===== src/hw/rtl/chdc_pkg.sv =====
// Shared types, register indexes, codes and reset values for the coin hopper
// dispense controller. Used by every module in hw/rtl; depends on nothing.
package chdc_pkg;

  localparam int CNT_W     = 16;
  localparam int SINCE_W   = 11;
  localparam int ELAPSED_W = 20;
  localparam int CFG_IDX_W = 3;
  localparam int CFG_DATA_W = 20;
  localparam int COIN_W    = 10;

  localparam logic [CNT_W-1:0]     CNT_MAX     = '1;
  localparam logic [SINCE_W-1:0]   SINCE_MAX   = '1;
  localparam logic [ELAPSED_W-1:0] ELAPSED_MAX = '1;

  localparam logic [9:0]  COIN_VALUE_RST   = 10'd5;
  localparam logic [9:0]  DEBOUNCE_RST     = 10'd40;
  localparam logic [19:0] TIMEOUT_RST      = 20'd30000;
  localparam logic [15:0] PULSE_WAIT_RST   = 16'd5000;
  localparam logic [15:0] SPACING_RST      = 16'd160;
  localparam logic [7:0]  SETTLE_RST       = 8'd5;

  typedef enum logic [CFG_IDX_W-1:0] {
    REG_COIN_VALUE = 3'd0,
    REG_DEBOUNCE   = 3'd1,
    REG_TIMEOUT    = 3'd2,
    REG_PULSE_WAIT = 3'd3,
    REG_SPACING    = 3'd4,
    REG_SETTLE     = 3'd5
  } reg_idx_t;

  typedef enum logic [2:0] {
    ST_NONE     = 3'd0,
    ST_SUCCESS  = 3'd1,
    ST_MISMATCH = 3'd2,
    ST_INVALID  = 3'd3,
    ST_BUSY     = 3'd4
  } status_t;

  typedef enum logic [1:0] {
    PH_IDLE   = 2'd0,
    PH_SETTLE = 2'd1,
    PH_WAIT   = 2'd2,
    PH_SPACE  = 2'd3
  } phase_t;

  typedef enum logic [1:0] {
    SEQ_IDLE  = 2'd0,
    SEQ_DIV   = 2'd1,
    SEQ_APPLY = 2'd2
  } seq_t;

  typedef struct packed {
    logic [9:0]  coin_value;
    logic [9:0]  debounce_ms;
    logic [19:0] run_limit_ms;
    logic [15:0] pulse_wait_ms;
    logic [15:0] spacing_ms;
    logic [7:0]  settle_ms;
  } cfg_t;

  typedef struct packed {
    logic pulse_edge;
    logic start_request;
    logic start_ok;
  } tick_t;

  typedef struct packed {
    logic [CNT_W-1:0] coins;
    logic             exact;
  } div_result_t;

  typedef struct packed {
    logic             motor_on;
    logic             busy_res;
    logic [CNT_W-1:0] coins_dispensed;
    logic             done_res;
    status_t          status;
  } res_t;

  function automatic logic [CNT_W-1:0] sat16_inc(input logic [CNT_W-1:0] v);
    return (v == CNT_MAX) ? v : v + 1'b1;
  endfunction

endpackage


===== src/hw/rtl/chdc_divider.sv =====
// Shift-subtract divider: amount / coin value, one quotient bit per cycle.
// Depends on chdc_pkg for the result type and count width.
module chdc_divider #(
  parameter int AMOUNT_BITS = 16
) (
  input  logic                          clk,
  input  logic                          rst,
  input  logic                          start,
  input  logic [AMOUNT_BITS-1:0]        dividend,
  input  logic [chdc_pkg::COIN_W-1:0]   divisor,
  output logic                          done,
  output chdc_pkg::div_result_t         result
);

  localparam int CW = $clog2(AMOUNT_BITS + 1);

  logic                          busy;
  logic [CW-1:0]                 cnt;
  logic [AMOUNT_BITS-1:0]        shreg;
  logic [AMOUNT_BITS-1:0]        quot;
  logic [chdc_pkg::COIN_W-1:0]   rem;
  logic [chdc_pkg::COIN_W:0]     trial;
  logic                          ge;
  logic [chdc_pkg::COIN_W:0]     diff;

  assign trial = {rem, shreg[AMOUNT_BITS-1]};
  assign ge    = trial >= {1'b0, divisor};
  assign diff  = trial - {1'b0, divisor};

  always_ff @(posedge clk) begin
    if (rst) begin
      busy <= 1'b0;
      done <= 1'b0;
      cnt  <= '0;
    end else begin
      done <= 1'b0;
      if (start) begin
        busy <= 1'b1;
        cnt  <= CW'(AMOUNT_BITS);
      end else if (busy) begin
        cnt <= cnt - 1'b1;
        if (cnt == CW'(1)) begin
          busy <= 1'b0;
          done <= 1'b1;
        end
      end
    end
  end

  always_ff @(posedge clk) begin
    if (start) begin
      shreg <= dividend;
      quot  <= '0;
      rem   <= '0;
    end else if (busy) begin
      shreg <= shreg << 1;
      quot  <= {quot[AMOUNT_BITS-2:0], ge};
      rem   <= ge ? diff[chdc_pkg::COIN_W-1:0] : trial[chdc_pkg::COIN_W-1:0];
    end
  end

  // Clamp the coin count to the 16-bit run counters.
  always_comb begin
    result.coins = (32'(quot) > 32'(chdc_pkg::CNT_MAX)) ? chdc_pkg::CNT_MAX
                                                         : chdc_pkg::CNT_W'(quot);
    result.exact = (rem == '0);
  end

endmodule


===== src/hw/rtl/chdc_core.sv =====
// Dispense state and per-tick update: debounce, pulse counts, run phases.
// Depends on chdc_pkg; state advances only on the commit strobe.
module chdc_core #(
  parameter int TOTAL_BITS = 32
) (
  input  logic                           clk,
  input  logic                           rst,
  input  logic                           commit,
  input  chdc_pkg::tick_t                tick,
  input  logic [chdc_pkg::CNT_W-1:0]     coins_in,
  input  chdc_pkg::cfg_t                 cfg,
  output logic                           phase_idle,
  output chdc_pkg::res_t                 res,
  output logic [31:0]                    pulse_total
);

  chdc_pkg::phase_t                  phase, phase_next;
  logic [chdc_pkg::SINCE_W-1:0]      since, since_next;
  logic [TOTAL_BITS-1:0]             total, total_next;
  logic [chdc_pkg::CNT_W-1:0]        run_cnt, run_cnt_next;
  logic [chdc_pkg::CNT_W-1:0]        needed, needed_next;
  logic [chdc_pkg::CNT_W-1:0]        credited, credited_next;
  logic [chdc_pkg::CNT_W-1:0]        timer, timer_next;
  logic [chdc_pkg::ELAPSED_W-1:0]    elapsed, elapsed_next;
  logic                              relay, relay_next;

  logic [chdc_pkg::SINCE_W-1:0]      since_inc;
  logic [chdc_pkg::CNT_W-1:0]        timer_inc;
  logic                              acc;
  logic                              finish;
  logic                              done;
  chdc_pkg::status_t                 status;

  assign phase_idle = (phase == chdc_pkg::PH_IDLE);

  always_comb begin
    since_inc = (since == chdc_pkg::SINCE_MAX) ? since : since + 1'b1;
    acc       = tick.pulse_edge && (since_inc > {1'b0, cfg.debounce_ms});
    timer_inc = chdc_pkg::sat16_inc(timer);

    since_next    = acc ? '0 : since_inc;
    total_next    = acc ? total + 1'b1 : total;
    run_cnt_next  = acc ? chdc_pkg::sat16_inc(run_cnt) : run_cnt;
    phase_next    = phase;
    needed_next   = needed;
    credited_next = credited;
    timer_next    = timer;
    elapsed_next  = elapsed;
    relay_next    = relay;
    finish        = 1'b0;
    done          = 1'b0;
    status        = chdc_pkg::ST_NONE;

    if (tick.start_request && phase == chdc_pkg::PH_IDLE) begin
      if (!tick.start_ok) begin
        done   = 1'b1;
        status = chdc_pkg::ST_INVALID;
      end else begin
        needed_next   = coins_in;
        phase_next    = chdc_pkg::PH_SETTLE;
        timer_next    = '0;
        relay_next    = 1'b0;
        run_cnt_next  = '0;
        credited_next = '0;
        elapsed_next  = '0;
      end
    end else begin
      if (tick.start_request) begin
        done   = 1'b1;
        status = chdc_pkg::ST_BUSY;
      end
      unique case (phase) inside
        chdc_pkg::PH_IDLE: begin
        end
        chdc_pkg::PH_SETTLE: begin
          timer_next = timer_inc;
          if (timer_inc >= {8'b0, cfg.settle_ms}) begin
            run_cnt_next = '0;
            elapsed_next = '0;
            relay_next   = 1'b1;
            phase_next   = chdc_pkg::PH_WAIT;
            timer_next   = '0;
          end
        end
        chdc_pkg::PH_WAIT, chdc_pkg::PH_SPACE: begin
          elapsed_next = (elapsed == chdc_pkg::ELAPSED_MAX) ? elapsed : elapsed + 1'b1;
          if (elapsed_next >= cfg.run_limit_ms || run_cnt_next >= needed) begin
            finish = 1'b1;
          end else if (phase == chdc_pkg::PH_WAIT) begin
            if (acc) begin
              credited_next = chdc_pkg::sat16_inc(credited);
              relay_next    = 1'b0;
              phase_next    = chdc_pkg::PH_SPACE;
              timer_next    = '0;
            end else if (timer >= cfg.pulse_wait_ms) begin
              relay_next = 1'b0;
              phase_next = chdc_pkg::PH_SPACE;
              timer_next = '0;
            end else begin
              timer_next = timer_inc;
            end
          end else begin
            timer_next = timer_inc;
            if (timer_inc >= cfg.spacing_ms) begin
              if (credited >= needed) begin
                finish = 1'b1;
              end else begin
                relay_next = 1'b1;
                phase_next = chdc_pkg::PH_WAIT;
                timer_next = '0;
              end
            end
          end
        end
        default: begin
        end
      endcase
      if (finish) begin
        relay_next = 1'b0;
        phase_next = chdc_pkg::PH_IDLE;
        timer_next = '0;
        done       = 1'b1;
        status     = (run_cnt_next == needed) ? chdc_pkg::ST_SUCCESS
                                              : chdc_pkg::ST_MISMATCH;
      end
    end

    res.motor_on        = relay_next;
    res.busy_res        = (phase_next != chdc_pkg::PH_IDLE);
    res.coins_dispensed = run_cnt_next;
    res.done_res        = done;
    res.status          = status;
    pulse_total         = 32'(total_next);
  end

  always_ff @(posedge clk) begin
    if (rst) begin
      phase    <= chdc_pkg::PH_IDLE;
      since    <= '0;
      total    <= '0;
      run_cnt  <= '0;
      needed   <= '0;
      credited <= '0;
      timer    <= '0;
      elapsed  <= '0;
      relay    <= 1'b0;
    end else if (commit) begin
      phase    <= phase_next;
      since    <= since_next;
      total    <= total_next;
      run_cnt  <= run_cnt_next;
      needed   <= needed_next;
      credited <= credited_next;
      timer    <= timer_next;
      elapsed  <= elapsed_next;
      relay    <= relay_next;
    end
  end

endmodule


===== src/hw/rtl/coin_hopper_dispense_controller.sv =====
// Coin hopper dispense controller, one input item per millisecond tick.
// A tick that skips the divider goes from accept through SEQ_APPLY to the result;
// a start that runs the shift-subtract divider passes SEQ_DIV before SEQ_APPLY.
// A new item is taken only once the last one is committed, and SEQ_APPLY waits
// while the output register is still full.
// Reset: synchronous rst clears the run state and counters and reloads config.
module coin_hopper_dispense_controller #(
  parameter int AMOUNT_BITS = 16,
  parameter int TOTAL_BITS  = 32
) (
  input  logic                                clk,
  input  logic                                rst,
  // Configuration write port
  input  logic                                cfg_we,
  input  logic [chdc_pkg::CFG_IDX_W-1:0]      cfg_index,
  input  logic [chdc_pkg::CFG_DATA_W-1:0]     cfg_data,
  // Tick items in
  input  logic                                s_axis_tvalid,
  output logic                                s_axis_tready,
  // low bit up: pulse_edge, start_request, amount[AMOUNT_BITS], zero fill
  input  logic [((AMOUNT_BITS+9)/8)*8-1:0]    s_axis_tdata,
  // Result items out
  output logic                                m_axis_tvalid,
  input  logic                                m_axis_tready,
  // low bit up: motor_on, busy_res, coins_dispensed[16], done_res,
  // status[3], pulse_total[32], zero fill
  output logic [55:0]                         m_axis_tdata
);

  localparam int AMT_LO = 2;
  localparam int AMT_HI = AMT_LO + AMOUNT_BITS - 1;

  chdc_pkg::cfg_t           cfg;
  chdc_pkg::seq_t           seq, seq_next;
  chdc_pkg::tick_t          tick;
  chdc_pkg::div_result_t    div_res;
  chdc_pkg::res_t           res;

  logic                     in_accept;
  logic                     out_free;
  logic                     commit;
  logic                     div_start;
  logic                     div_done;
  logic                     phase_idle;
  logic [31:0]              pulse_total;

  // Held copy of the accepted tick.
  logic                     edge_r;
  logic                     start_r;
  logic                     use_div;

  // Config registers; write them only while no item is in flight.
  always_ff @(posedge clk) begin
    if (rst) begin
      cfg.coin_value    <= chdc_pkg::COIN_VALUE_RST;
      cfg.debounce_ms   <= chdc_pkg::DEBOUNCE_RST;
      cfg.run_limit_ms  <= chdc_pkg::TIMEOUT_RST;
      cfg.pulse_wait_ms <= chdc_pkg::PULSE_WAIT_RST;
      cfg.spacing_ms    <= chdc_pkg::SPACING_RST;
      cfg.settle_ms     <= chdc_pkg::SETTLE_RST;
    end else if (cfg_we) begin
      unique case (cfg_index)
        chdc_pkg::REG_COIN_VALUE: cfg.coin_value    <= cfg_data[9:0];
        chdc_pkg::REG_DEBOUNCE:   cfg.debounce_ms   <= cfg_data[9:0];
        chdc_pkg::REG_TIMEOUT:    cfg.run_limit_ms  <= cfg_data[19:0];
        chdc_pkg::REG_PULSE_WAIT: cfg.pulse_wait_ms <= cfg_data[15:0];
        chdc_pkg::REG_SPACING:    cfg.spacing_ms    <= cfg_data[15:0];
        chdc_pkg::REG_SETTLE:     cfg.settle_ms     <= cfg_data[7:0];
        default: begin
        end
      endcase
    end
  end

  assign s_axis_tready = (seq == chdc_pkg::SEQ_IDLE);
  assign in_accept     = s_axis_tvalid && s_axis_tready;
  assign out_free      = !m_axis_tvalid || m_axis_tready;

  // Launch the divider only for a start that can pass: run idle, nonzero
  // coin value and amount. Everything else goes straight to the update.
  assign div_start = in_accept && s_axis_tdata[1] && phase_idle &&
                     (cfg.coin_value != '0) && (s_axis_tdata[AMT_HI:AMT_LO] != '0);

  // Sequencer: accept, optionally divide, then commit once the output
  // register has room.
  always_comb begin
    seq_next = seq;
    commit   = 1'b0;
    unique case (seq)
      chdc_pkg::SEQ_IDLE: begin
        if (in_accept) begin
          seq_next = div_start ? chdc_pkg::SEQ_DIV : chdc_pkg::SEQ_APPLY;
        end
      end
      chdc_pkg::SEQ_DIV: begin
        if (div_done) begin
          seq_next = chdc_pkg::SEQ_APPLY;
        end
      end
      chdc_pkg::SEQ_APPLY: begin
        if (out_free) begin
          commit   = 1'b1;
          seq_next = chdc_pkg::SEQ_IDLE;
        end
      end
      default: seq_next = chdc_pkg::SEQ_IDLE;
    endcase
  end

  always_ff @(posedge clk) begin
    if (rst) begin
      seq <= chdc_pkg::SEQ_IDLE;
    end else begin
      seq <= seq_next;
    end
  end

  always_ff @(posedge clk) begin
    if (in_accept) begin
      edge_r  <= s_axis_tdata[0];
      start_r <= s_axis_tdata[1];
      use_div <= div_start;
    end
  end

  always_comb begin
    tick.pulse_edge    = edge_r;
    tick.start_request = start_r;
    tick.start_ok      = use_div && div_res.exact;
  end

  chdc_divider #(
    .AMOUNT_BITS (AMOUNT_BITS)
  ) u_divider (
    .clk      (clk),
    .rst      (rst),
    .start    (div_start),
    .dividend (s_axis_tdata[AMT_HI:AMT_LO]),
    .divisor  (cfg.coin_value),
    .done     (div_done),
    .result   (div_res)
  );

  chdc_core #(
    .TOTAL_BITS (TOTAL_BITS)
  ) u_core (
    .clk         (clk),
    .rst         (rst),
    .commit      (commit),
    .tick        (tick),
    .coins_in    (div_res.coins),
    .cfg         (cfg),
    .phase_idle  (phase_idle),
    .res         (res),
    .pulse_total (pulse_total)
  );

  // Output register: hold a result until taken, load on commit.
  always_ff @(posedge clk) begin
    if (rst) begin
      m_axis_tvalid <= 1'b0;
    end else if (commit) begin
      m_axis_tvalid <= 1'b1;
    end else if (m_axis_tready) begin
      m_axis_tvalid <= 1'b0;
    end
  end

  always_ff @(posedge clk) begin
    if (commit) begin
      m_axis_tdata <= {2'b00, pulse_total, res.status, res.done_res,
                       res.coins_dispensed, res.busy_res, res.motor_on};
    end
  end

endmodule


===== config.mk =====
export PLATFORM = sky130hd
export DESIGN_NAME = coin_hopper_dispense_controller
export DESIGN_NICKNAME = d
export VERILOG_FILES = /design/src/hw/rtl/chdc_pkg.sv /design/src/hw/rtl/chdc_divider.sv /design/src/hw/rtl/chdc_core.sv /design/src/hw/rtl/coin_hopper_dispense_controller.sv
export SDC_FILE = /design/constraint.sdc
export NUM_CORES = 1
export LEC_CHECK = 0
export ABC_AREA = 1
export BUFFER_PORTS_ARGS = -buffer_cell sky130_fd_sc_hd__buf_2
export CAP_MARGIN = 20
export CORE_MARGIN = 3
export CORE_UTILIZATION = 30
export DETAILED_ROUTE_END_ITERATION = 10
export PLACE_DENSITY_LB_ADDON = 0.15
export SLEW_MARGIN = 20
export SYNTH_ARGS = -nofsm -noshare
export SYNTH_HDL_FRONTEND = slang
export SYNTH_HIERARCHICAL = 1
export SYNTH_SLANG_ARGS = --single-unit

===== constraint.sdc =====
create_clock -name clk -period 7.6 [get_ports clk]
set_input_delay 1.52 -clock clk [delete_from_list [all_inputs] [get_ports clk]]
set_output_delay 1.52 -clock clk [all_outputs]
set_load 0.005 [all_outputs]

==> flow_metrics.env <==
export IMPL_core_um2=60920
export IMPL_max_stage_delay_ns=0.73
export IMPL_antenna_found_initial=0
export IMPL_syn_to_final_growth_pct=13.96
export IMPL_drc=0
export IMPL_p_per_area_nw_per_um2=245.2
export IMPL_utilization_pct=34.89
export IMPL_port_buffers=101
export IMPL_grt_pass1_vias=15690
export IMPL_pwr_share_clk_pct=39.2
export IMPL_syn_area_per_cell_um2=7.200
export IMPL_initial_core_util_pct=30.61
export IMPL_max_freq_mhz=160.8
export IMPL_combPwrFrac_pct=22.5
export IMPL_cts_root_buf="clkbuf_16"
export IMPL_htree_levels=2
export IMPL_p_sw_mw=1.666
export IMPL_startpoint="u_core/since[1]$_SDFFE_PP0P_"
export IMPL_rsz0062_at_grt="no"
export IMPL_cts_setup_buffers=0
export IMPL_dieArea_um2=65190
export IMPL_arrival_ns=6.66
export IMPL_power_total_mw=5.212
export IMPL_rows=90
export IMPL_clock_latency_ns=0.57
export IMPL_ant_nets=0
export IMPL_hold_buffers=0
export IMPL_min_period_over_period_pct=81.82
export IMPL_cts_sinks=319
export IMPL_ys_ff_latch=319
export IMPL_grt_overflow_total=0
export IMPL_syn_area_um2=18650
export IMPL_wl_per_cell_um=14.57
export IMPL_holdWs_ns=0.4567
export IMPL_drv_slew=0
export IMPL_initialDrtViolationCount=894
export IMPL_pin_count=110
export IMPL_worst_slew_pin_slew_ns=1.042
export IMPL_max_slew_margin_pct=30.47
export IMPL_grt_pass1_wl_mm=83.06
export IMPL_vias=16320
export IMPL_endpoint_kind="flop"
export IMPL_place_gp_congestion=0.8974
export IMPL_setup_slack_ns=1.382
export IMPL_setup_viol=0
export IMPL_path_class="reg2reg"
export IMPL_path_common_cell="nor2_1"
export IMPL_cts_buffers_inserted=40
export IMPL_leakagePower_nw=9.377
export IMPL_maxCapViolCount=0
export IMPL_synth_edf_count=73
export IMPL_netSwitchingFraction_pct=31.97
export IMPL_cts_tree="built"
export IMPL_worst_setup_path_start_kind="flop"
export IMPL_die_h_um=255.3
export IMPL_status="completed"
export IMPL_max_vdd_ir_drop_mv=0.1374
export IMPL_dp_hpwl_mm=36.97
export IMPL_power_frac_seq_pct=38.3
export IMPL_skew_ns=0.02177
export IMPL_fin_nets=2833
export IMPL_clk_path_buf_depth=3
export IMPL_num_antenna_cells=0
export IMPL_drive_gt1_share_pct=10.12
export IMPL_place_ws_ns=1.403
export IMPL_min_delay_start="cfg[48]$_SDFFE_PP1P_"
export IMPL_fin_tns_setup_ns=0
export IMPL_synth_ff_type="dfxtp_1"
export IMPL_path_clk_slew_ns=0.06
export IMPL_ys_seq_area_share_pct=38.16
export IMPL_cp_data_required_time_ns=8.04
export IMPL_period_minus_slack_ns=6.218
export IMPL_die_w_um=255.3
export IMPL_cts_resized=0
export IMPL_synth_cell_types=62
export IMPL_wl_mm=51.23
export IMPL_synthesis_instances=2590
export IMPL_r2r_start="u_core/since[1]$_SDFFE_PP0P_"
export IMPL_drt_first_pass_iters=5
export IMPL_min_path_type="reg2reg"
export IMPL_fill_cells=6423
export IMPL_grt_total_usage_pct=15.44
export IMPL_grt_max_degree=82
export IMPL_p_int_mw=3.545
export IMPL_viasPerCell=4.642
export IMPL_ys_warn_count=6
export IMPL_synthArstFlopShare_pct=0
export IMPL_finalHoldViolations=0
export IMPL_critPathMaxFanout=35
export IMPL_slowest_stage="nand3_4"
-- path summary, 6_finish.rpt --
kind | to | slack, ns | depth (start not counted)
max | u_core/credited[0]$_SDFFE_PP0P_ | 1.38 | 30
min | cfg[48]$_SDFFE_PP1P_ | 0.46 | 2
max reg2reg | u_core/credited[0]$_SDFFE_PP0P_ | 1.38 | 30
min reg2reg | cfg[48]$_SDFFE_PP1P_ | 0.46 | 2
-- through the flow --
stage / cells / area, um2
global placement: 3446 / 19860
global route: 3516 / 21250
detailed placement: 3446 / 19860
finish: 3516 / 21250
CTS: 3516 / 21250
floorplan: 2591 / 18650
-- power groups by stage --
stage                     combinational (mW)  clock [mW]  sequential (mW)
after floorplan                        0.909           0             2.00
after global routing                    1.35        2.19             2.01
after CTS                               1.19        2.13             2.00
final                                   1.17        2.05             1.99
after global placement                  1.17           0             2.03
after detailed placement                1.18           0             2.03
-- cells in the mapped netlist (3+ instances only) --
| cell | number | area share, % |
|---|---|---|
| o21bai_1 | 3 | 0.12 |
| o21ai_0 | 145 | 3.9 |
| xor2_1 | 56 | 2.6 |
| dfxtp_1 | 246 | 26 |
| clkinv_1 | 5 | 0.10 |
| nor2_1 | 373 | 7.5 |
| o211ai_1 | 4 | 0.16 |
| o21a_1 | 3 | 0.12 |
| o22ai_1 | 15 | 0.50 |
| nand4_1 | 59 | 2.0 |
| nand2_4 | 3 | 0.18 |
| nor3_1 | 32 | 0.86 |
| clkbuf_1 | 47 | 0.95 |
| buf_2 | 19 | 0.51 |
| buf_4 | 8 | 0.32 |
| nor4_1 | 11 | 0.37 |
| ha_1 | 120 | 8.1 |
| edfxtp_1 | 73 | 12 |
| a211oi_1 | 16 | 0.64 |
| nand3b_1 | 4 | 0.16 |
| nand3_1 | 142 | 3.8 |
| buf_6 | 5 | 0.30 |
| o21ai_1 | 13 | 0.35 |
| nand2_1 | 553 | 11 |
| nand3_2 | 4 | 0.21 |
| a21oi_4 | 3 | 0.26 |
| inv_2 | 29 | 0.58 |
| a22oi_1 | 19 | 0.76 |
| xnor2_1 | 18 | 0.85 |
| nor2_4 | 11 | 0.66 |
| inv_1 | 326 | 6.6 |
| nor2_2 | 14 | 0.47 |
| a21oi_1 | 157 | 4.2 |
| or2_2 | 3 | 0.10 |
| nand2_2 | 14 | 0.47 |
-- placed cells by master (no fill, tap or decap), types with 10 or more instances in the layout --
| cell | count |
|---|---|
| a211oi_1 | 16 |
| a21oi_1 | 156 |
| a22oi_1 | 19 |
| buf_2 | 100 |
| buf_4 | 10 |
| clkbuf_16 | 42 |
| dfxtp_1 | 246 |
| edfxtp_1 | 73 |
| ha_1 | 120 |
| inv_1 | 325 |
| inv_2 | 32 |
| nand2_1 | 553 |
| nand2_2 | 14 |
| nand3_1 | 142 |
| nand4_1 | 59 |
| nor2_1 | 372 |
| nor2_2 | 15 |
| nor2_4 | 11 |
| nor3_1 | 32 |
| nor4_1 | 11 |
| o21ai_0 | 145 |
| o21ai_1 | 13 |
| o22ai_1 | 15 |
| xnor2_1 | 18 |
| xor2_1 | 56 |
-- per-layer routing --
layer | up-vias | part of all wire, % | track usage (%)
met5 | - | 0 | 0
met4 | 0 | 2.2 | 4.476
met3 | 69 | 3.4 | 2.129
met2 | 226 | 46 | 25.81
met1 | 7455 | 48 | 20.75
li1 | 8570 | - | -
-- layout make-up --
cell class | instances | area (um2) | area share, %
repair buffers | 110 | 575.6 | 2.708
clock buffers | 50 | 1101 | 5.181
inverters | 361 | 1356 | 6.382
multi-input cells | 1828 | 9778 | 46.01
well taps | 828 | 1036 | 4.875
clock inverters | 20 | 289.0 | 1.360
flip-flops and latches | 319 | 7117 | 33.49
-- registers in the layout, summed over array words and instances, names as in the netlist, 11 cells and up --
name             count
u_core/run_cnt      16
cfg                 80
u_core/needed       16
u_core/since        11
u_core/elapsed      20
u_core/credited     16
u_divider/quot      16
u_core/timer        16
u_divider/shreg     16
m_axis_tdata        54
u_core/total        32
-- worst max-delay path, delay by kind of cell, from the launching register on --
kind / cells / cell delay, ns
AOI/OAI and AO/OA: 4 / 0.58
xor gates and xnor gates: 1 / 0.17
adders and majority gates: 3 / 0.79
buffers and inverters: 4 / 0.51
DFF: 1 / 0.38
and+or+nand+nor: 18 / 3.65
-- logic make-up (layout without fill, tap and decap cells) --
group,Yosys count,in the layout,synth area share (%)
other cells,1,2,0.02011
xor+xnor,75,75,3.563
mux,1,1,0.05368
buf+inv,444,541,9.500
fa+ha+maj,121,121,8.158
flops,319,319,38.16
simple gates,1239,1239,29.00
compound gates,390,390,11.55
No activity file was read; power rests on OpenSTA's default activity.
